<file path="config.mk">
export PLATFORM = sky130hd
export DESIGN_NAME = image_mean_variance_normalize_core
export DESIGN_NICKNAME = d
export VERILOG_FILES = /design/src/hw/rtl/imvn_pkg.sv /design/src/hw/rtl/imvn_ctrl.sv /design/src/hw/rtl/imvn_dp.sv /design/src/hw/rtl/image_mean_variance_normalize_core.sv
export SDC_FILE = /design/constraint.sdc
export NUM_CORES = 2
export LEC_CHECK = 0
export BUFFER_PORTS_ARGS = -buffer_cell sky130_fd_sc_hd__buf_2
export CAP_MARGIN = 20
export CORE_MARGIN = 4
export CORE_UTILIZATION = 35
export DETAILED_ROUTE_END_ITERATION = 16
export PLACE_DENSITY_LB_ADDON = 0.1
export REMOVE_ABC_BUFFERS = 1
export SYNTH_ARGS = -nofsm -noshare
export SYNTH_HDL_FRONTEND = slang
export SYNTH_SLANG_ARGS = --single-unit
</file>
<file path="constraint.sdc">
create_clock -name clk -period 38.2 [get_ports clk]
set_input_delay 9.55 -clock clk [delete_from_list [all_inputs] [get_ports clk]]
set_output_delay 9.55 -clock clk [all_outputs]
set_load 0.02 [all_outputs]
</file>
<file path="src/hw/rtl/imvn_pkg.sv">
package imvn_pkg;

	localparam int MaxPixels = 65536;
	localparam int CountW    = 17;
	localparam int SumW      = 24;
	localparam int SqW       = 32;
	localparam int NumW      = 46;
	localparam int RootW     = 15;

	localparam logic [CountW-1:0] CountFull = CountW'(MaxPixels);

	// Result kind codes
	localparam logic KindStats = 1'b0;
	localparam logic KindNorm  = 1'b1;

	// Pass codes on the mode field
	localparam logic ModeAccum = 1'b0;
	localparam logic ModeNorm  = 1'b1;

	// Commands from the controller to the datapath
	typedef struct packed {
		logic       acc;        // accumulate the accepted pixel
		logic       close_pass; // snapshot accumulators and clear them
		logic       div_step;   // one quotient bit of the mean
		logic [2:0] div_bit;
		logic       mul1;       // mean*mean and mean*sum
		logic       mul2;       // count*mean^2
		logic       fin_stat;   // form V, store it, load the statistics result
		logic       start_norm; // latch |pixel - mean| and its sign
		logic       nsq;        // numerator mag^2 * 2^30
		logic       root_step;  // one bit of the quotient root
		logic [3:0] root_bit;
		logic       fin_norm;   // load the normalized result
	} imvn_cmd_t;

endpackage

</file>
<file path="src/hw/rtl/imvn_ctrl.sv">
module imvn_ctrl (
	input  logic               clk,
	input  logic               arst_n,
	input  logic               in_valid,
	input  logic               mode,
	input  logic               last,
	input  logic               out_stall,
	output logic               in_stall,
	output logic               out_valid,
	output imvn_pkg::imvn_cmd_t cmd
);

	typedef enum logic [2:0] {
		ST_IDLE,
		ST_DIV,
		ST_MUL1,
		ST_MUL2,
		ST_VSUM,
		ST_NSQ,
		ST_ROOT,
		ST_NFIN
	} state_t;

	state_t     state_q;
	logic [3:0] cnt_q;
	logic       out_valid_q;
	logic       accept;

	// Take items only when idle and the result slot is free or draining
	assign in_stall  = (state_q != ST_IDLE) || (out_valid_q && out_stall);
	assign accept    = in_valid && !in_stall;
	assign out_valid = out_valid_q;

	// Decode commands
	always_comb begin
		cmd            = '0;
		cmd.div_bit    = cnt_q[2:0];
		cmd.root_bit   = cnt_q;
		unique case (state_q)
			ST_IDLE: begin
				cmd.acc        = accept && (mode == imvn_pkg::ModeAccum);
				cmd.close_pass = accept && (mode == imvn_pkg::ModeAccum) && last;
				cmd.start_norm = accept && (mode == imvn_pkg::ModeNorm);
			end
			ST_DIV:  cmd.div_step  = 1'b1;
			ST_MUL1: cmd.mul1      = 1'b1;
			ST_MUL2: cmd.mul2      = 1'b1;
			ST_VSUM: cmd.fin_stat  = 1'b1;
			ST_NSQ:  cmd.nsq       = 1'b1;
			ST_ROOT: cmd.root_step = 1'b1;
			ST_NFIN: cmd.fin_norm  = 1'b1;
			default: cmd = '0;
		endcase
	end

	// Sequence the passes and hold the result valid flag
	always_ff @(posedge clk or negedge arst_n) begin
		if (!arst_n) begin
			state_q     <= ST_IDLE;
			cnt_q       <= '0;
			out_valid_q <= 1'b0;
		end else begin
			if (out_valid_q && !out_stall)
				out_valid_q <= 1'b0;
			unique case (state_q)
				ST_IDLE: begin
					if (accept && (mode == imvn_pkg::ModeNorm)) begin
						state_q <= ST_NSQ;
					end else if (accept && last) begin
						state_q <= ST_DIV;
						cnt_q   <= 4'd7;
					end
				end
				ST_DIV: begin
					cnt_q <= cnt_q - 4'd1;
					if (cnt_q == 4'd0)
						state_q <= ST_MUL1;
				end
				ST_MUL1: state_q <= ST_MUL2;
				ST_MUL2: state_q <= ST_VSUM;
				ST_VSUM: begin
					out_valid_q <= 1'b1;
					state_q     <= ST_IDLE;
				end
				ST_NSQ: begin
					cnt_q   <= 4'(imvn_pkg::RootW - 1);
					state_q <= ST_ROOT;
				end
				ST_ROOT: begin
					cnt_q <= cnt_q - 4'd1;
					if (cnt_q == 4'd0)
						state_q <= ST_NFIN;
				end
				ST_NFIN: begin
					out_valid_q <= 1'b1;
					state_q     <= ST_IDLE;
				end
				default: state_q <= ST_IDLE;
			endcase
		end
	end

endmodule

</file>
<file path="src/hw/rtl/imvn_dp.sv">
module imvn_dp (
	input  logic                clk,
	input  logic                arst_n,
	input  imvn_pkg::imvn_cmd_t cmd,
	input  logic [7:0]          pixel,
	output logic                result_kind,
	output logic [7:0]          mean_value,
	output logic [31:0]         variance_sum,
	output logic [16:0]         pixel_total,
	output logic                overflow,
	output logic signed [15:0]  norm_value
);

	// Accumulators
	logic [imvn_pkg::CountW-1:0] cnt_q;
	logic [imvn_pkg::SumW-1:0]   sum_q;
	logic [imvn_pkg::SqW-1:0]    sq_q;
	logic                        ovf_q;
	logic [imvn_pkg::CountW-1:0] cnt_nxt;
	logic [imvn_pkg::SumW-1:0]   sum_nxt;
	logic [imvn_pkg::SqW-1:0]    sq_nxt;
	logic                        ovf_nxt;

	// Statistics working registers
	logic [imvn_pkg::CountW-1:0] n_q;
	logic [imvn_pkg::SumW-1:0]   tsum_q;
	logic [imvn_pkg::SumW-1:0]   rem_q;
	logic [imvn_pkg::SqW-1:0]    tsq_q;
	logic                        tovf_q;
	logic [7:0]                  mean_q;
	logic [15:0]                 mm_q;
	logic [31:0]                 ms_q;
	logic [31:0]                 nmm_q;
	logic [24:0]                 div_sub;

	// Stored statistics
	logic [7:0]  st_mean_q;
	logic [31:0] st_var_q;

	// Normalize working registers
	logic                         neg_q;
	logic [7:0]                   mag_q;
	logic [imvn_pkg::NumW-1:0]    num_q;
	logic [63:0]                  s_q;
	logic [47:0]                  t_q;
	logic [imvn_pkg::RootW-1:0]   q_q;
	logic [63:0]                  trial;
	logic [15:0]                  norm_mag;

	// Next accumulator values for an accepted pixel
	always_comb begin
		cnt_nxt = cnt_q;
		sum_nxt = sum_q;
		sq_nxt  = sq_q;
		ovf_nxt = ovf_q;
		if (cnt_q == imvn_pkg::CountFull) begin
			ovf_nxt = 1'b1;
		end else begin
			cnt_nxt = cnt_q + 1'b1;
			sum_nxt = sum_q + imvn_pkg::SumW'(pixel);
			sq_nxt  = sq_q + imvn_pkg::SqW'(pixel * pixel);
		end
	end

	assign div_sub  = 25'(n_q) << cmd.div_bit;
	assign trial    = s_q + (64'(t_q) << (5'(cmd.root_bit) + 5'd1))
		+ (64'(st_var_q) << {cmd.root_bit, 1'b0});
	assign norm_mag = {1'b0, q_q};

	// Hold accumulators and stored statistics
	always_ff @(posedge clk or negedge arst_n) begin
		if (!arst_n) begin
			cnt_q     <= '0;
			sum_q     <= '0;
			sq_q      <= '0;
			ovf_q     <= 1'b0;
			st_mean_q <= '0;
			st_var_q  <= '0;
		end else begin
			if (cmd.close_pass) begin
				cnt_q <= '0;
				sum_q <= '0;
				sq_q  <= '0;
				ovf_q <= 1'b0;
			end else if (cmd.acc) begin
				cnt_q <= cnt_nxt;
				sum_q <= sum_nxt;
				sq_q  <= sq_nxt;
				ovf_q <= ovf_nxt;
			end
			if (cmd.fin_stat) begin
				st_mean_q <= mean_q;
				st_var_q  <= tsq_q + nmm_q - {ms_q[30:0], 1'b0};
			end
		end
	end

	// Snapshot, mean division, products, and the quotient root
	always_ff @(posedge clk) begin
		if (cmd.close_pass) begin
			n_q    <= cnt_nxt;
			tsum_q <= sum_nxt;
			rem_q  <= sum_nxt;
			tsq_q  <= sq_nxt;
			tovf_q <= ovf_nxt;
			mean_q <= '0;
		end
		if (cmd.div_step && (n_q != '0) && (div_sub <= 25'(rem_q))) begin
			rem_q              <= rem_q - div_sub[23:0];
			mean_q[cmd.div_bit] <= 1'b1;
		end
		if (cmd.mul1) begin
			mm_q <= mean_q * mean_q;
			ms_q <= 32'(mean_q * tsum_q);
		end
		if (cmd.mul2)
			nmm_q <= 32'(n_q * mm_q);
		if (cmd.start_norm) begin
			neg_q <= pixel < st_mean_q;
			mag_q <= (pixel < st_mean_q) ? (st_mean_q - pixel) : (pixel - st_mean_q);
		end
		if (cmd.nsq) begin
			num_q <= {16'(mag_q * mag_q), 30'd0};
			s_q   <= '0;
			t_q   <= '0;
			q_q   <= '0;
		end
		if (cmd.root_step && (trial <= 64'(num_q))) begin
			s_q               <= trial;
			t_q               <= t_q + (48'(st_var_q) << cmd.root_bit);
			q_q[cmd.root_bit] <= 1'b1;
		end
	end

	// Load the result register
	always_ff @(posedge clk) begin
		if (cmd.fin_stat) begin
			result_kind  <= imvn_pkg::KindStats;
			mean_value   <= mean_q;
			variance_sum <= tsq_q + nmm_q - {ms_q[30:0], 1'b0};
			pixel_total  <= n_q;
			overflow     <= tovf_q;
			norm_value   <= '0;
		end else if (cmd.fin_norm) begin
			result_kind  <= imvn_pkg::KindNorm;
			mean_value   <= st_mean_q;
			variance_sum <= st_var_q;
			pixel_total  <= '0;
			overflow     <= 1'b0;
			if (st_var_q == '0)
				norm_value <= '0;
			else
				norm_value <= neg_q ? (16'd0 - norm_mag) : norm_mag;
		end
	end

endmodule

</file>
<file path="src/hw/rtl/image_mean_variance_normalize_core.sv">
// Channel  | handshake              | payload
// input    | in_valid / in_stall    | mode, pixel, last
// output   | out_valid / out_stall  | result_kind, mean_value, variance_sum,
//          |                        | pixel_total, overflow, norm_value
//
// Accumulate pixels without last stream one per cycle unless a held result stalls the input.
// A pixel with last runs the bit-serial mean division, then forms V in the MUL1, MUL2 and VSUM steps.
// A normalize pixel runs the NSQ step, the 15-step bit-serial quotient root, then NFIN.
// Reset clears accumulators, stored mean and V, and the result valid flag.
// Input stalls while a pass closes or a normalize runs, or while a result is held.
module image_mean_variance_normalize_core (
	input  logic               clk,
	input  logic               arst_n,
	input  logic               in_valid,
	output logic               in_stall,
	input  logic               mode,
	input  logic [7:0]         pixel,
	input  logic               last,
	output logic               out_valid,
	input  logic               out_stall,
	output logic               result_kind,
	output logic [7:0]         mean_value,
	output logic [31:0]        variance_sum,
	output logic [16:0]        pixel_total,
	output logic               overflow,
	output logic signed [15:0] norm_value
);

	imvn_pkg::imvn_cmd_t cmd;

	imvn_ctrl u_ctrl (
		.clk       (clk),
		.arst_n    (arst_n),
		.in_valid  (in_valid),
		.mode      (mode),
		.last      (last),
		.out_stall (out_stall),
		.in_stall  (in_stall),
		.out_valid (out_valid),
		.cmd       (cmd)
	);

	imvn_dp u_dp (
		.clk          (clk),
		.arst_n       (arst_n),
		.cmd          (cmd),
		.pixel        (pixel),
		.result_kind  (result_kind),
		.mean_value   (mean_value),
		.variance_sum (variance_sum),
		.pixel_total  (pixel_total),
		.overflow     (overflow),
		.norm_value   (norm_value)
	);

`ifndef SYNTH
	a_norm_busy: assert property (@(posedge clk) disable iff (!arst_n)
		(in_valid && !in_stall && mode == imvn_pkg::ModeNorm) |=> in_stall)
		else $error("normalize item did not block the input");

	a_total_range: assert property (@(posedge clk) disable iff (!arst_n)
		out_valid |-> (pixel_total <= 17'(imvn_pkg::MaxPixels)))
		else $error("pixel total beyond limit");

	a_norm_sat: assert property (@(posedge clk) disable iff (!arst_n)
		(out_valid && result_kind == imvn_pkg::KindNorm) |-> (norm_value != 16'sh8000))
		else $error("normalized value outside saturation range");
`endif

endmodule
</file>
==> flow_results.org <==
** Drt
- Count of unresolved DRC violations after routing :: 0
- The final layout contains routed wiring with a total length of 197000 um.
- Initial DRT Pass Iterations :: 6
- After detailed routing, the average wire length per cell comes to 22.3 um.
- The routed layout has between 40000 and 50000 vias.
- Using the TritonRoute via totals, the vias-per-cell ratio works out to 5.28.
- For this block, the initial DRC count from the detailed router was approximately 2800.
- Routed Antenna Nets :: 0

** Logic synthesis
- Among all flip-flop cells after synthesis, the most frequent one is sky130_fd_sc_hd__edfxtp_1.
- Count of flip-flops with a built-in enable after synthesis :: 370
- Cell with the most instances after synthesis :: sky130_fd_sc_hd__inv_1
- After synthesis, the netlist uses between 100 and 150 different library cells.
- The synthesized netlist occupies a cell area of 59700 sq um.
- The largest total area in the synthesized netlist belongs to sky130_fd_sc_hd__edfxtp_1.
- Most instantiated cells after synthesis :: sky130_fd_sc_hd__inv_1 (868), sky130_fd_sc_hd__nand2_1 (771), sky130_fd_sc_hd__fa_1 (510), sky130_fd_sc_hd__ha_1 (501), sky130_fd_sc_hd__nor2_1 (381)
- The synthesized design contains 532 register bits.
- Mapped Avg Cell Area :: 9.05 sq um
- Synthesized netlist cell count :: ~6600
- For this run, the number of Yosys warnings is 0.
- By area the synthesized netlist is led by sky130_fd_sc_hd__edfxtp_1 (19%), sky130_fd_sc_hd__fa_1 (17%), sky130_fd_sc_hd__ha_1 (11%), sky130_fd_sc_hd__inv_1 (5.5%), sky130_fd_sc_hd__dfrtp_1 (5.1%).
- Of the post-synthesis cell area, the dominant cell type holds 0.186.
- Of the synthesized area, sequential elements account for 0.251.
- Post-synth ARST share :: 0.229

** Clocking
- Post-CTS timing repair inserted 0 buffers for setup.
- Number of hold buffers added after cts :: 0
- Clk sinks :: 532
- In this run the number of H-tree levels came out at 3.
- The number of gates resized after CTS was 0.
- Maximum count of clock buffers along a single path :: 3
- CTS Root Cell :: sky130_fd_sc_hd__clkbuf_16
- Clock tree from TritonCTS :: built
- After clock tree synthesis, the clock-pin slew on the worst setup and hold paths is 0.06 ns.
- The number of clock buffers added by TritonCTS is 73.
- The later pin in the worst-skew pair is clocked with a latency of ~0.7 ns.

** Placed design
- I/O Buffers :: 90
- Final RePlAce weighted congestion :: 0.910
- Summed over all nets, the half-perimeter wirelength after detailed placement is 157000 um.

** Timing
- Worst rel slew slack :: 0.305
- Based on the critical path, the design can be clocked at up to just over 50 MHz.
- Slew at the pin with the worst max-slew slack :: 1.04 ns
- The max-slew violation count was 0.
- Adding up every negative setup slack in the final design gives 0 ns.
- On the final layout, the worst clock skew is 0.0314 ns.
- Final worst path period need :: 19.53 ns
- Setup violations remaining at the end of the flow were counted as 0.
- Unrepaired setup endpoints after global routing :: false
- The number of endpoints with negative hold slack in the final report was 0.
- Final clock period utilization by the worst path :: 0.511

** Worst setup path
- Flop-to-flop setup slack :: 26.52 ns
- In this run the critical register-to-register path is launched from u_ctrl.cnt_q[1].
- Worst Path Arrival :: 9.98 ns
- The worst setup path is captured at an output port.
- Worst reg-to-reg path cell count :: 36
- STA puts the critical path data required time at roughly 29 ns.
- The worst register-to-register path ends at u_dp.t_q[40].
- The worst setup path is launched from an input port.
- Highest fanout seen on the critical path :: 3
- Critical setup path kind :: input port to output port

** Layout
- Counting the fill cells in the layout gives between 15000 and 20000.
- Area Overhead vs Synth :: 9.11%
- NumNets Final :: around 7600
- In the final layout, the share of cells above drive strength 1 is 0.0789.

** Global routing
- Global-route wire length before repair :: 299000 um
- Global routing finished with a remaining overflow of 0.
- Number of antenna violations at the first check in global routing :: 6
- The number of global-route vias before repair came to 47500.
- Entering global routing, the biggest net connects 97 pins.
- For this run, the total global-route usage over all layers was measured as 0.219.

** Floorplan
- For this configuration, the core starts out at a cell density of 0.352.
- Number of standard-cell rows in the floorplan :: 151
- Io pins :: 91
- The floorplan step defined a die boundary enclosing 177000 sq um.
- The floorplan step defined a core boundary enclosing 169000 sq um.
- Width of the die :: about 420 um
- Chip height :: roughly 420 um

** Run status
- The run finished with clean final reports.

** Hold path
- Path class of the lowest-slack min-delay path :: flop to flop
- Instance count along the most critical hold path :: 2
- The startpoint identified for the worst hold timing path is u_dp.norm_value[0].
- WHS Endpoint :: u_dp.norm_value[0]

** Flow run
- Across the run, the number of max-cap violations was 0.
-- area by class of cell --
type                            count  area (sq um)  share of cell area
Sequential cell                   532         15000               0.230
Tap cell                         2218          2780              0.0426
Clock buffer                       96          2050              0.0314
Clock inverter                     39           524             0.00805
Timing Repair Buffer              175          1120              0.0172
Antenna cell                        3          7.51            0.000115
Multi-Input combinational cell   4902         40400               0.620
Inverter                          870          3270              0.0502
-- worst max-delay path: stages --
cell and delay (ns):
sky130_fd_sc_hd__buf_2 0.09, sky130_fd_sc_hd__nand2_1 0.08, sky130_fd_sc_hd__nand3_1 0.08, sky130_fd_sc_hd__buf_2 0.17
-- stage by stage --
step | cell area [sq um] | setup WS, ns | std cells | hold slack [ns] | util
6_report | 65100 | 18.67 | 8835 | 0.458 | 0.384
5_1_grt | 65100 | 18.62 | 8834 | 0.493 | 0.384
4_1_cts | 65100 | 18.67 | 8830 | 0.462 | 0.384
3_5_place_dp | 62500 | 18.67 | 8695 | 0.446 | 0.369
3_3_place_gp | 62500 | 18.65 | 8694 | 0.437 | 0.369
2_1_floorplan | 58500 | 11.44 | 6304 | 0.439 | -
-- layout by cell type, fill, tap and decap left out, types with 143 or more instances in the layout --
| master | Yosys | routed |
|---|---|---|
| sky130_fd_sc_hd__inv_1 | 868 | 865 |
| sky130_fd_sc_hd__nand2_1 | 771 | 769 |
| sky130_fd_sc_hd__fa_1 | 510 | 510 |
| sky130_fd_sc_hd__ha_1 | 501 | 500 |
| sky130_fd_sc_hd__nor2_1 | 381 | 379 |
| sky130_fd_sc_hd__edfxtp_1 | 370 | 370 |
| sky130_fd_sc_hd__o21ai_0 | 365 | 364 |
| sky130_fd_sc_hd__a21oi_1 | 351 | 351 |
| sky130_fd_sc_hd__and2_1 | 253 | 253 |
| sky130_fd_sc_hd__xnor2_1 | 189 | 186 |
| sky130_fd_sc_hd__mux2i_1 | 143 | 143 |
-- registers in the layout, summed over array words and instances, names as in the netlist, 16 cells and up --
| name | cells |
|---|---|
| u_dp.st_var_q | 32 |
| u_dp.t_q | 48 |
| u_dp.ms_q | 31 |
| u_dp.pixel_total | 17 |
| u_dp.norm_value | 16 |
| u_dp.variance_sum | 32 |
| u_dp.tsum_q | 24 |
| u_dp.s_q | 64 |
| u_dp.sum_q | 24 |
| u_dp.n_q | 17 |
| u_dp.tsq_q | 32 |
| u_dp.rem_q | 24 |
| u_dp.nmm_q | 32 |
| u_dp.sq_q | 32 |
| u_dp.cnt_q | 17 |
-- routing by layer --
layer | routed length (um) | global-route usage | share of wire | vias to the layer above
met1 | 86500 | 0.287 | 0.44 | 23300
li1 | - | - | - | 22200
met2 | 96200 | 0.380 | 0.49 | 930
met4 | 6670 | 0.0719 | 0.034 | 0
met3 | 7440 | 0.0231 | 0.038 | 225
met5 | 0 | 0 | 0 | -
-- logic make-up after synthesis --
family | after synthesis | synth area share
xor+xnor | 311 | 0.0456
buf+inv | 1182 | 0.0752
mux | 223 | 0.0442
fa+ha+maj | 1011 | 0.276
flops | 532 | 0.251
other cells | 2 | 0.000126
simple gates | 2047 | 0.171
compound gates | 1290 | 0.137
-- how the worst max path moves through the flow --
stage / startpoint / to / slack [ns] / cells past startpoint
6_report: out_stall / in_stall / 18.67 / 4
5_1_grt: out_stall / in_stall / 18.62 / 4
2_1_floorplan: u_ctrl.cnt_q[0] / u_dp.s_q[0] / 11.44 / 33
3_3_place_gp: out_stall / in_stall / 18.65 / 4
3_5_place_dp: out_stall / in_stall / 18.67 / 4
4_1_cts: out_stall / in_stall / 18.67 / 4
Power is left out: the tool's default activity adds up to more than one toggle a clock period on the data nets, which glitch-free logic cannot reach.
